--- config.mk ---
export PLATFORM = sky130hd
export DESIGN_NAME = baro_first_order_compensation_top
export DESIGN_NICKNAME = d
export VERILOG_FILES = /design/src/design/bfoc_pkg.sv /design/src/design/bfoc_ctrl.sv /design/src/design/bfoc_dp.sv /design/src/design/baro_first_order_compensation_top.sv
export SDC_FILE = /design/constraint.sdc
export NUM_CORES = 2
export LEC_CHECK = 0
export BUFFER_PORTS_ARGS = -buffer_cell sky130_fd_sc_hd__buf_2
export CAP_MARGIN = 20
export CORE_UTILIZATION = 50
export DETAILED_ROUTE_END_ITERATION = 7
export GPL_TIMING_DRIVEN = 0
export HOLD_SLACK_MARGIN = 0.05
export PLACE_DENSITY = 0.66
export SYNTH_ARGS = -nofsm -noshare
export SYNTH_HDL_FRONTEND = slang
export SYNTH_HIERARCHICAL = 1
export SYNTH_SLANG_ARGS = --single-unit
export TNS_END_PERCENT = 100
--- constraint.sdc ---
create_clock -name clk -period 22.9 [get_ports clk]
set_input_delay 2.29 -clock clk [delete_from_list [all_inputs] [get_ports clk]]
set_output_delay 2.29 -clock clk [all_outputs]
set_load 0.03 [all_outputs]
--- src/design/bfoc_pkg.sv ---
// Shared types and constants for the barometric first-order compensation block.
// Used by bfoc_ctrl, bfoc_dp and the top level; depends on nothing.
package bfoc_pkg;

  localparam int RawW   = 24;
  localparam int CoeffW = 16;
  localparam int TempW  = 19;
  localparam int PresW  = 22;
  localparam int DtW    = 26;
  localparam int MulBW  = 18;
  localparam int ProdW  = DtW + MulBW;
  localparam int OffW   = 36;
  localparam int SensW  = 35;
  localparam int AccW   = 60;
  localparam int QuotW  = 39;
  localparam int DiffW  = 40;
  localparam int CfgIdxW = 3;
  localparam int NumCoeff = 6;

  localparam int TempBase = 2000;

  localparam logic [CfgIdxW-1:0] REG_SENS_BASE   = 3'd0;
  localparam logic [CfgIdxW-1:0] REG_OFFSET_BASE = 3'd1;
  localparam logic [CfgIdxW-1:0] REG_SENS_TEMP   = 3'd2;
  localparam logic [CfgIdxW-1:0] REG_OFFSET_TEMP = 3'd3;
  localparam logic [CfgIdxW-1:0] REG_REF_TEMP    = 3'd4;
  localparam logic [CfgIdxW-1:0] REG_TEMP_SLOPE  = 3'd5;

  localparam logic OP_TEMP  = 1'b0;
  localparam logic OP_PRESS = 1'b1;

  localparam int StepW = 4;
  localparam logic [StepW-1:0] ST_IDLE  = 4'd0;
  localparam logic [StepW-1:0] ST_TMUL  = 4'd1;
  localparam logic [StepW-1:0] ST_TFIN  = 4'd2;
  localparam logic [StepW-1:0] ST_POFF  = 4'd3;
  localparam logic [StepW-1:0] ST_PSENS = 4'd4;
  localparam logic [StepW-1:0] ST_PSCL  = 4'd5;
  localparam logic [StepW-1:0] ST_PLO   = 4'd6;
  localparam logic [StepW-1:0] ST_PHI   = 4'd7;
  localparam logic [StepW-1:0] ST_PSUM  = 4'd8;
  localparam logic [StepW-1:0] ST_PDIV  = 4'd9;
  localparam logic [StepW-1:0] ST_PSUB  = 4'd10;
  localparam logic [StepW-1:0] ST_PFIN  = 4'd11;
  localparam logic [StepW-1:0] ST_DONE  = 4'd12;

  typedef struct packed {
    logic [StepW-1:0] step;
    logic             load_in;
    logic             load_out;
  } cmd_t;

  typedef struct packed {
    logic is_press;
    logic raw_zero;
  } status_t;

endpackage

--- src/design/bfoc_ctrl.sv ---
// Sequencer for the compensation block: steps the shared multiplier schedule
// and owns the handshakes. Depends on bfoc_pkg.
module bfoc_ctrl (
  input  logic                clk,
  input  logic                rst,
  input  logic                in_valid,
  output logic                in_ready,
  output logic                out_valid,
  input  logic                out_ready,
  input  bfoc_pkg::status_t   status,
  output bfoc_pkg::cmd_t      cmd
);

  logic [bfoc_pkg::StepW-1:0] state;
  logic [bfoc_pkg::StepW-1:0] state_next;
  logic                       load_in;
  logic                       load_out;

  assign in_ready = (state == bfoc_pkg::ST_IDLE);
  assign load_in  = in_valid && in_ready;
  assign load_out = (state == bfoc_pkg::ST_DONE) && (!out_valid || out_ready);

  always_comb begin
    state_next = state;
    unique case (state)
      bfoc_pkg::ST_IDLE: begin
        if (in_valid) begin
          if (status.is_press == bfoc_pkg::OP_TEMP) begin
            state_next = bfoc_pkg::ST_TMUL;
          end else if (status.raw_zero) begin
            state_next = bfoc_pkg::ST_DONE;
          end else begin
            state_next = bfoc_pkg::ST_POFF;
          end
        end
      end
      bfoc_pkg::ST_TMUL:  state_next = bfoc_pkg::ST_TFIN;
      bfoc_pkg::ST_TFIN:  state_next = bfoc_pkg::ST_DONE;
      bfoc_pkg::ST_POFF:  state_next = bfoc_pkg::ST_PSENS;
      bfoc_pkg::ST_PSENS: state_next = bfoc_pkg::ST_PSCL;
      bfoc_pkg::ST_PSCL:  state_next = bfoc_pkg::ST_PLO;
      bfoc_pkg::ST_PLO:   state_next = bfoc_pkg::ST_PHI;
      bfoc_pkg::ST_PHI:   state_next = bfoc_pkg::ST_PSUM;
      bfoc_pkg::ST_PSUM:  state_next = bfoc_pkg::ST_PDIV;
      bfoc_pkg::ST_PDIV:  state_next = bfoc_pkg::ST_PSUB;
      bfoc_pkg::ST_PSUB:  state_next = bfoc_pkg::ST_PFIN;
      bfoc_pkg::ST_PFIN:  state_next = bfoc_pkg::ST_DONE;
      bfoc_pkg::ST_DONE: begin
        if (load_out) begin
          state_next = bfoc_pkg::ST_IDLE;
        end
      end
      default: state_next = bfoc_pkg::ST_IDLE;
    endcase
  end

  always_ff @(posedge clk) begin
    if (rst) begin
      state     <= bfoc_pkg::ST_IDLE;
      out_valid <= 1'b0;
    end else begin
      state <= state_next;
      if (load_out) begin
        out_valid <= 1'b1;
      end else if (out_ready) begin
        out_valid <= 1'b0;
      end
    end
  end

  assign cmd.step     = state;
  assign cmd.load_in  = load_in;
  assign cmd.load_out = load_out;

  a_accept_leaves_idle: assert property (@(posedge clk) disable iff (rst)
    load_in |=> !in_ready)
    else $error("accepted beat did not start a sequence");

  a_load_sets_valid: assert property (@(posedge clk) disable iff (rst)
    load_out |=> out_valid)
    else $error("result load did not raise out_valid");

  a_done_holds: assert property (@(posedge clk) disable iff (rst)
    (state == bfoc_pkg::ST_DONE) && out_valid && !out_ready |=> state == bfoc_pkg::ST_DONE)
    else $error("sequence left done while output slot was busy");

  a_pfin_to_done: assert property (@(posedge clk) disable iff (rst)
    state == bfoc_pkg::ST_PFIN |=> state == bfoc_pkg::ST_DONE)
    else $error("pressure finish did not reach done");

endmodule

--- src/design/bfoc_dp.sv ---
// Datapath for the compensation block: calibration registers, dT/T/P state,
// one shared 26x18 signed multiplier and the result register. Depends on bfoc_pkg.
module bfoc_dp (
  input  logic                                  clk,
  input  logic                                  rst,
  input  bfoc_pkg::cmd_t                        cmd,
  output bfoc_pkg::status_t                     status,
  input  logic                                  op,
  input  logic [bfoc_pkg::RawW-1:0]             raw_value,
  input  logic                                  cfg_we,
  input  logic [bfoc_pkg::CfgIdxW-1:0]          cfg_index,
  input  logic [bfoc_pkg::CoeffW-1:0]           cfg_data,
  output logic signed [bfoc_pkg::TempW-1:0]     temperature_out,
  output logic signed [bfoc_pkg::PresW-1:0]     pressure_out,
  output logic                                  pressure_updated
);

  logic [bfoc_pkg::CoeffW-1:0] c1;
  logic [bfoc_pkg::CoeffW-1:0] c2;
  logic [bfoc_pkg::CoeffW-1:0] c3;
  logic [bfoc_pkg::CoeffW-1:0] c4;
  logic [bfoc_pkg::CoeffW-1:0] c5;
  logic [bfoc_pkg::CoeffW-1:0] c6;

  logic [bfoc_pkg::RawW-1:0]          raw_q;
  logic signed [bfoc_pkg::DtW-1:0]    dt;
  logic signed [bfoc_pkg::TempW-1:0]  temp;
  logic signed [bfoc_pkg::PresW-1:0]  pres;
  logic                               upd;

  logic signed [bfoc_pkg::DtW-1:0]    mul_a;
  logic signed [bfoc_pkg::MulBW-1:0]  mul_b;
  logic signed [bfoc_pkg::ProdW-1:0]  mul_p;
  logic signed [bfoc_pkg::ProdW-1:0]  prod;

  logic signed [bfoc_pkg::OffW-1:0]   off;
  logic signed [bfoc_pkg::SensW-1:0]  sens;
  logic signed [bfoc_pkg::AccW-1:0]   acc;
  logic signed [bfoc_pkg::QuotW-1:0]  quot;
  logic signed [bfoc_pkg::DiffW-1:0]  diff;

  logic signed [bfoc_pkg::ProdW-1:0]  prod_b7;
  logic signed [bfoc_pkg::ProdW-1:0]  prod_b8;
  logic signed [bfoc_pkg::ProdW-1:0]  prod_b23;
  logic signed [bfoc_pkg::ProdW-1:0]  prod_s7;
  logic signed [bfoc_pkg::ProdW-1:0]  prod_s8;
  logic signed [bfoc_pkg::ProdW-1:0]  prod_s23;
  logic signed [bfoc_pkg::AccW-1:0]   acc_b21;
  logic signed [bfoc_pkg::AccW-1:0]   acc_s21;
  logic signed [bfoc_pkg::DiffW-1:0]  diff_b15;
  logic signed [bfoc_pkg::DiffW-1:0]  diff_s15;
  logic signed [bfoc_pkg::DtW-1:0]    dt_next;

  assign status.is_press = op;
  assign status.raw_zero = (raw_value == '0);

  always_ff @(posedge clk) begin
    if (rst) begin
      c1 <= '0;
      c2 <= '0;
      c3 <= '0;
      c4 <= '0;
      c5 <= '0;
      c6 <= '0;
    end else if (cfg_we) begin
      unique case (cfg_index)
        bfoc_pkg::REG_SENS_BASE:   c1 <= cfg_data;
        bfoc_pkg::REG_OFFSET_BASE: c2 <= cfg_data;
        bfoc_pkg::REG_SENS_TEMP:   c3 <= cfg_data;
        bfoc_pkg::REG_OFFSET_TEMP: c4 <= cfg_data;
        bfoc_pkg::REG_REF_TEMP:    c5 <= cfg_data;
        bfoc_pkg::REG_TEMP_SLOPE:  c6 <= cfg_data;
        default: ;
      endcase
    end
  end

  always_comb begin
    mul_a = dt;
    mul_b = $signed({2'b00, c6});
    case (cmd.step)
      bfoc_pkg::ST_POFF:  mul_b = $signed({2'b00, c4});
      bfoc_pkg::ST_PSENS: mul_b = $signed({2'b00, c3});
      bfoc_pkg::ST_PLO: begin
        mul_a = $signed({2'b00, raw_q});
        mul_b = $signed({1'b0, sens[16:0]});
      end
      bfoc_pkg::ST_PHI: begin
        mul_a = $signed({2'b00, raw_q});
        mul_b = sens[bfoc_pkg::SensW-1:17];
      end
      default: ;
    endcase
  end

  assign mul_p = mul_a * mul_b;

  // truncate toward zero: bias negative values before the arithmetic shift
  assign prod_b7  = prod + $signed({{(bfoc_pkg::ProdW-7){1'b0}}, {7{prod[bfoc_pkg::ProdW-1]}}});
  assign prod_b8  = prod + $signed({{(bfoc_pkg::ProdW-8){1'b0}}, {8{prod[bfoc_pkg::ProdW-1]}}});
  assign prod_b23 = prod + $signed({{(bfoc_pkg::ProdW-23){1'b0}},
                                    {23{prod[bfoc_pkg::ProdW-1]}}});
  assign prod_s7  = prod_b7 >>> 7;
  assign prod_s8  = prod_b8 >>> 8;
  assign prod_s23 = prod_b23 >>> 23;
  assign acc_b21  = acc + $signed({{(bfoc_pkg::AccW-21){1'b0}}, {21{acc[bfoc_pkg::AccW-1]}}});
  assign acc_s21  = acc_b21 >>> 21;
  assign diff_b15 = diff + $signed({{(bfoc_pkg::DiffW-15){1'b0}},
                                    {15{diff[bfoc_pkg::DiffW-1]}}});
  assign diff_s15 = diff_b15 >>> 15;
  assign dt_next  = $signed({2'b00, raw_value}) - $signed({2'b00, c5, 8'h00});

  always_ff @(posedge clk) begin
    if (rst) begin
      dt   <= '0;
      temp <= '0;
      pres <= '0;
    end else begin
      if (cmd.load_in && (op == bfoc_pkg::OP_TEMP)) begin
        dt <= dt_next;
      end
      if (cmd.step == bfoc_pkg::ST_TFIN) begin
        temp <= bfoc_pkg::TempW'(prod_s23) + bfoc_pkg::TempW'(bfoc_pkg::TempBase);
      end
      if (cmd.step == bfoc_pkg::ST_PFIN) begin
        pres <= bfoc_pkg::PresW'(diff_s15);
      end
    end
  end

  always_ff @(posedge clk) begin
    prod <= mul_p;
    if (cmd.load_in) begin
      raw_q <= raw_value;
      upd   <= 1'b0;
    end
    case (cmd.step)
      bfoc_pkg::ST_PSENS: off <= bfoc_pkg::OffW'(prod_s7) + $signed({4'b0000, c2, 16'h0000});
      bfoc_pkg::ST_PSCL:  sens <= bfoc_pkg::SensW'(prod_s8) + $signed({4'b0000, c1, 15'h0000});
      bfoc_pkg::ST_PHI:   acc <= bfoc_pkg::AccW'(prod);
      bfoc_pkg::ST_PSUM:  acc <= acc + (bfoc_pkg::AccW'(prod) <<< 17);
      bfoc_pkg::ST_PDIV:  quot <= bfoc_pkg::QuotW'(acc_s21);
      bfoc_pkg::ST_PSUB:  diff <= bfoc_pkg::DiffW'(quot) - bfoc_pkg::DiffW'(off);
      bfoc_pkg::ST_PFIN:  upd <= 1'b1;
      default: ;
    endcase
    if (cmd.load_out) begin
      temperature_out  <= temp;
      pressure_out     <= pres;
      pressure_updated <= upd;
    end
  end

endmodule

--- src/design/baro_first_order_compensation_top.sv ---
// Sequence: a temperature beat steps TMUL and TFIN, a nonzero pressure beat steps POFF,
// PSENS, PSCL, PLO, PHI, PSUM, PDIV, PSUB and PFIN, and a zero pressure beat goes to DONE;
// the next beat is taken the cycle after the previous result loads; a held result stalls it.
// The shared 26x18 multiplier, used four times per pressure beat, sets this schedule.
// Reset (synchronous): calibration words, dT, temperature and pressure clear to zero.
// Depends on bfoc_pkg, bfoc_ctrl and bfoc_dp.
module baro_first_order_compensation_top (
  input  logic                                  clk,
  input  logic                                  rst,
  input  logic                                  in_valid,
  output logic                                  in_ready,
  input  logic                                  op,
  input  logic [bfoc_pkg::RawW-1:0]             raw_value,
  output logic                                  out_valid,
  input  logic                                  out_ready,
  output logic signed [bfoc_pkg::TempW-1:0]     temperature_out,
  output logic signed [bfoc_pkg::PresW-1:0]     pressure_out,
  output logic                                  pressure_updated,
  input  logic                                  cfg_valid,
  output logic                                  cfg_ready,
  input  logic [bfoc_pkg::CfgIdxW-1:0]          cfg_index,
  input  logic [bfoc_pkg::CoeffW-1:0]           cfg_data
);

  bfoc_pkg::cmd_t    cmd;
  bfoc_pkg::status_t status;

  assign cfg_ready = 1'b1;

  bfoc_ctrl u_ctrl (
    .clk       (clk),
    .rst       (rst),
    .in_valid  (in_valid),
    .in_ready  (in_ready),
    .out_valid (out_valid),
    .out_ready (out_ready),
    .status    (status),
    .cmd       (cmd)
  );

  bfoc_dp u_dp (
    .clk              (clk),
    .rst              (rst),
    .cmd              (cmd),
    .status           (status),
    .op               (op),
    .raw_value        (raw_value),
    .cfg_we           (cfg_valid && cfg_ready),
    .cfg_index        (cfg_index),
    .cfg_data         (cfg_data),
    .temperature_out  (temperature_out),
    .pressure_out     (pressure_out),
    .pressure_updated (pressure_updated)
  );

endmodule

==> summary.md <==
| Metric | Value |
|---|---|
| Critical Path Start Type | `register` |
| Hpwl dp | `between 100,000 and 150,000 um` |
| Setup-failing EPs final | `0` |
| Outcome | `finished, final reports clean` |
| Initial Util | `just over 50%` |
| Floorplan row count | `between 100 and 150` |
| Synth Instances | `about 4,600` |
| H-tree level count | `2` |
| CTS Hold Bufs | `0` |
| Met1 Track Usage GR | `45.6%` |
| Setup Buffers After CTS | `0` |
| Pin count of the biggest net entering global routing | `43` |
| Async set-or-reset flop fraction in the synthesized netlist | `0%` |
| F_max | `94.7 MHz` |
| Final cycle utilization of the critical path | `between 40% and 50%` |
| Setup TNS | `0 ps` |
| Worst IR drop on VDD | `0.0540 mV` |
| 1st-iter DRT viols | `3,203` |
| Detail Route Antenna Nets | `0` |
| CP Max Fanout | `11` |
| Grt met2 use | `between 40% and 50%` |
| Slowest cell on the critical path | `nor3_1` |
| Bufs on Longest Clock Path | `3` |
| Drt wl/cell | `about 23 um` |
| Die X | `roughly 290 um` |
| Fillers | `between 7,000 and 8,000` |
| Yosys reg bits | `approximately 490` |
| CORE AREA | `84,000 um2` |
| Layout cell share with drive strength beyond 1 | `under 10%` |
| Post-Layout Cell Count | `approximately 6,000` |
| PwrDens | `59.8 nW/um2` |
| Die Y | `294 um` |
| Max_slew headroom | `between 10% and 20%` |
| CP peak stage delay | `approximately 870 ps` |
| P&R area growth vs syn | `9.87%` |
| First-pass DRT Iterations | `6` |
| RD Place Congestion | `approximately 1.0` |
| Via density | `~5.7` |
| DR vias | `approximately 34,000` |
| Dpl cells | `between 5,000 and 6,000` |
| Cts bufs inserted | `54` |
| Clock skew | `about 20 ps` |
| Final Hold Fails | `0` |
| Crit end category | `register` |
| Least-Margin Pin Slew | `1190 ps` |
| Avg Cell Area, Syn | `slightly above 9 um2` |
| Seq/Total Area, Yosys | `just under 30%` |
| Hold crit path type | `reg -> reg` |
| Mapped Area | `42,500 um2` |
| Syn Nets | `approximately 5,400` |
| Gr usage total | `between 30% and 40%` |
| Syn. warnings | `6` |
| P_leak | `20.5 nW` |
| Unrepaired setup endpoints after global routing | `false` |
| Final global-route overflow total | `0` |
| Max-cap viol count | `0` |
| Most frequent CP cell | `fa_1` |
| DRC violation count after routing | `0` |
| Post-CTS sizing | `0` |
| Nets | `between 5,000 and 6,000` |
| Die footprint | `~86,000 um2` |
| First-pass GRT wire length | `between 200,000 and 250,000 um` |
| Antenna violations before repair | `6` |
| # clock sinks | `around 500` |
| CP Class | `reg -> reg` |
| Min Tclk post-route | `approximately 11,000 ps` |
| Met3 GRT Util | `6.77%` |
| Pins over their slew limit | `0` |
| Netlist cell types | `approximately 90` |
| Most used DFF post-synth | `edfxtp_1` |
| Global route hottest layer | `met2` |
| Worst EP required | `between 20,000 and 25,000 ps` |
| WL final | `between 100,000 and 150,000 um` |
| I/O Pins | `94` |
| Worst EP arrival | `11,110 ps` |
| IO Port Bufs | `92` |
| CTS tree | `yes` |
| Area after DPL | `44,800 um2` |
| Total Power | `about 2.8 mW` |
| Final WS setup | `between 10,000 and 15,000 ps` |
| Cell area after layout | `approximately 47,000 um2` |
| Clk root buf | `clkbuf_16` |
| Clock transition at path regs | `about 60 ps` |
| Post-layout util | `55.7%` |
| Number of global-route vias before repair | `33,595` |
| Post-synth EDFFs | `approximately 270` |
| Pre-CTS WS | `12,590 ps` |
| Hold slack | `approximately 420 ps` |
| Clk_lat worst skew | `about 620 ps` |
[critical path: cells and delay by family (launching register included)]
family                   cells  cell delay (ps)
adder cells (fa/ha/maj)      7             3550
AO/OA/AOI/OAI                9             2650
AND/OR/NAND/NOR              5             2270
buffers and inverters        5             1280
flip-flops                   1              570
XOR/XNOR                     1              150
[cell families (layout without fill, tap and decap cells)]
logic type	Yosys count	in the layout	share of synthesized area, %
mux	51	51	1.27
fa+ha+maj	745	745	29.9
buf+inv	789	1019	7.11
xor+xnor	299	299	6.18
simple gates	1461	1461	15.6
other cells	2	3	0.0177
flops	486	486	29.3
compound gates	729	729	10.7
[synthesized netlist by cell type (20+ instances only)]
| master | count | area, um2 |
|---|---|---|
| inv_1 | 627 | 2350 |
| nand2_1 | 606 | 2270 |
| fa_1 | 451 | 9030 |
| nor2_1 | 402 | 1510 |
| ha_1 | 294 | 3680 |
| a21oi_1 | 279 | 1400 |
| edfxtp_1 | 274 | 8230 |
| dfxtp_1 | 212 | 4240 |
| xnor2_1 | 174 | 1520 |
| o21ai_0 | 141 | 706 |
| clkbuf_1 | 136 | 510 |
| xor2_1 | 124 | 1090 |
| nand3_1 | 82 | 410 |
| nor3_1 | 61 | 305 |
| a21o_1 | 58 | 435 |
| nand2b_1 | 50 | 313 |
| and3_1 | 43 | 269 |
| and2_1 | 40 | 250 |
| nand4_1 | 36 | 225 |
| a22oi_1 | 34 | 255 |
| nor2b_1 | 29 | 181 |
| o21a_1 | 29 | 218 |
| a211oi_1 | 28 | 210 |
| mux2i_1 | 27 | 270 |
| a31oi_1 | 22 | 138 |
| mux2_2 | 20 | 225 |
[final timing paths]
check             slack [ps]  depth (start not counted)                         start                         endpoint
setup / recovery       12340                         27  u_ctrl/state[2]$_SDFFE_PP0P_            u_dp/prod[42]$_DFF_P_
hold / removal           420                          0    u_dp/pres[10]$_SDFFE_PP0N_  u_dp/pressure_out[10]$_DFFE_PP_
setup reg to reg       12340                         27  u_ctrl/state[2]$_SDFFE_PP0P_            u_dp/prod[42]$_DFF_P_
hold reg to reg          420                          0    u_dp/pres[10]$_SDFFE_PP0N_  u_dp/pressure_out[10]$_DFFE_PP_
[power breakdown]
group	switching [mW]	internal, mW	total (mW)	leakage (nW)
logic	0.537	0.264	0.801	15.3
registers	0.0724	1.02	1.09	4.26
clock network	0.381	0.525	0.906	0.913
total	0.990	1.81	2.80	20.5
[metal layers]
metal	share of wire, %	vias to the layer above	routed length, um
li1	-	15430	-
met1	44	16837	59200
met2	43	1417	58600
met3	9.6	250	13000
met4	3.3	10	4490
met5	0.055	-	74
[layout by cell type, fill, tap and decap left out, drive strengths merged, types with 175 or more instances in the layout]
| master | synthesis | final |
|---|---|---|
| a21oi | 279 | 279 |
| ha | 294 | 294 |
| clkbuf | 138 | 220 |
| dfxtp | 212 | 212 |
| inv | 627 | 632 |
| xnor2 | 175 | 175 |
| fa | 451 | 451 |
| edfxtp | 274 | 274 |
| nand2 | 606 | 606 |
| nor2 | 403 | 403 |
[flip-flops by register name (all words and copies together), names as in the netlist, 19 cells and up]
name                  count
u_dp/prod                44
u_dp/raw_q               24
u_dp/diff                38
u_dp/temperature_out     19
u_dp/off                 36
u_dp/temp                19
u_dp/dt                  25
u_dp/quot                39
u_dp/acc                 60
u_dp/sens                35
u_dp/pres                22
u_dp/pressure_out        22
[layout make-up]
class | instances | area, um2 | share of cell area (%)
Multi-Input combinational cell | 3287 | 27100 | 58.0
Sequential cell | 486 | 12500 | 26.7
Inverter | 627 | 2350 | 5.04
Clock buffer | 82 | 1690 | 3.62
Tap cell | 1134 | 1420 | 3.04
Timing Repair Buffer | 128 | 850 | 1.82
Buffer | 162 | 674 | 1.44
Clock inverter | 20 | 183 | 0.391
Antenna cell | 1 | 2.50 | 0.00536
Note: power is estimated with default switching activity, not from simulation.
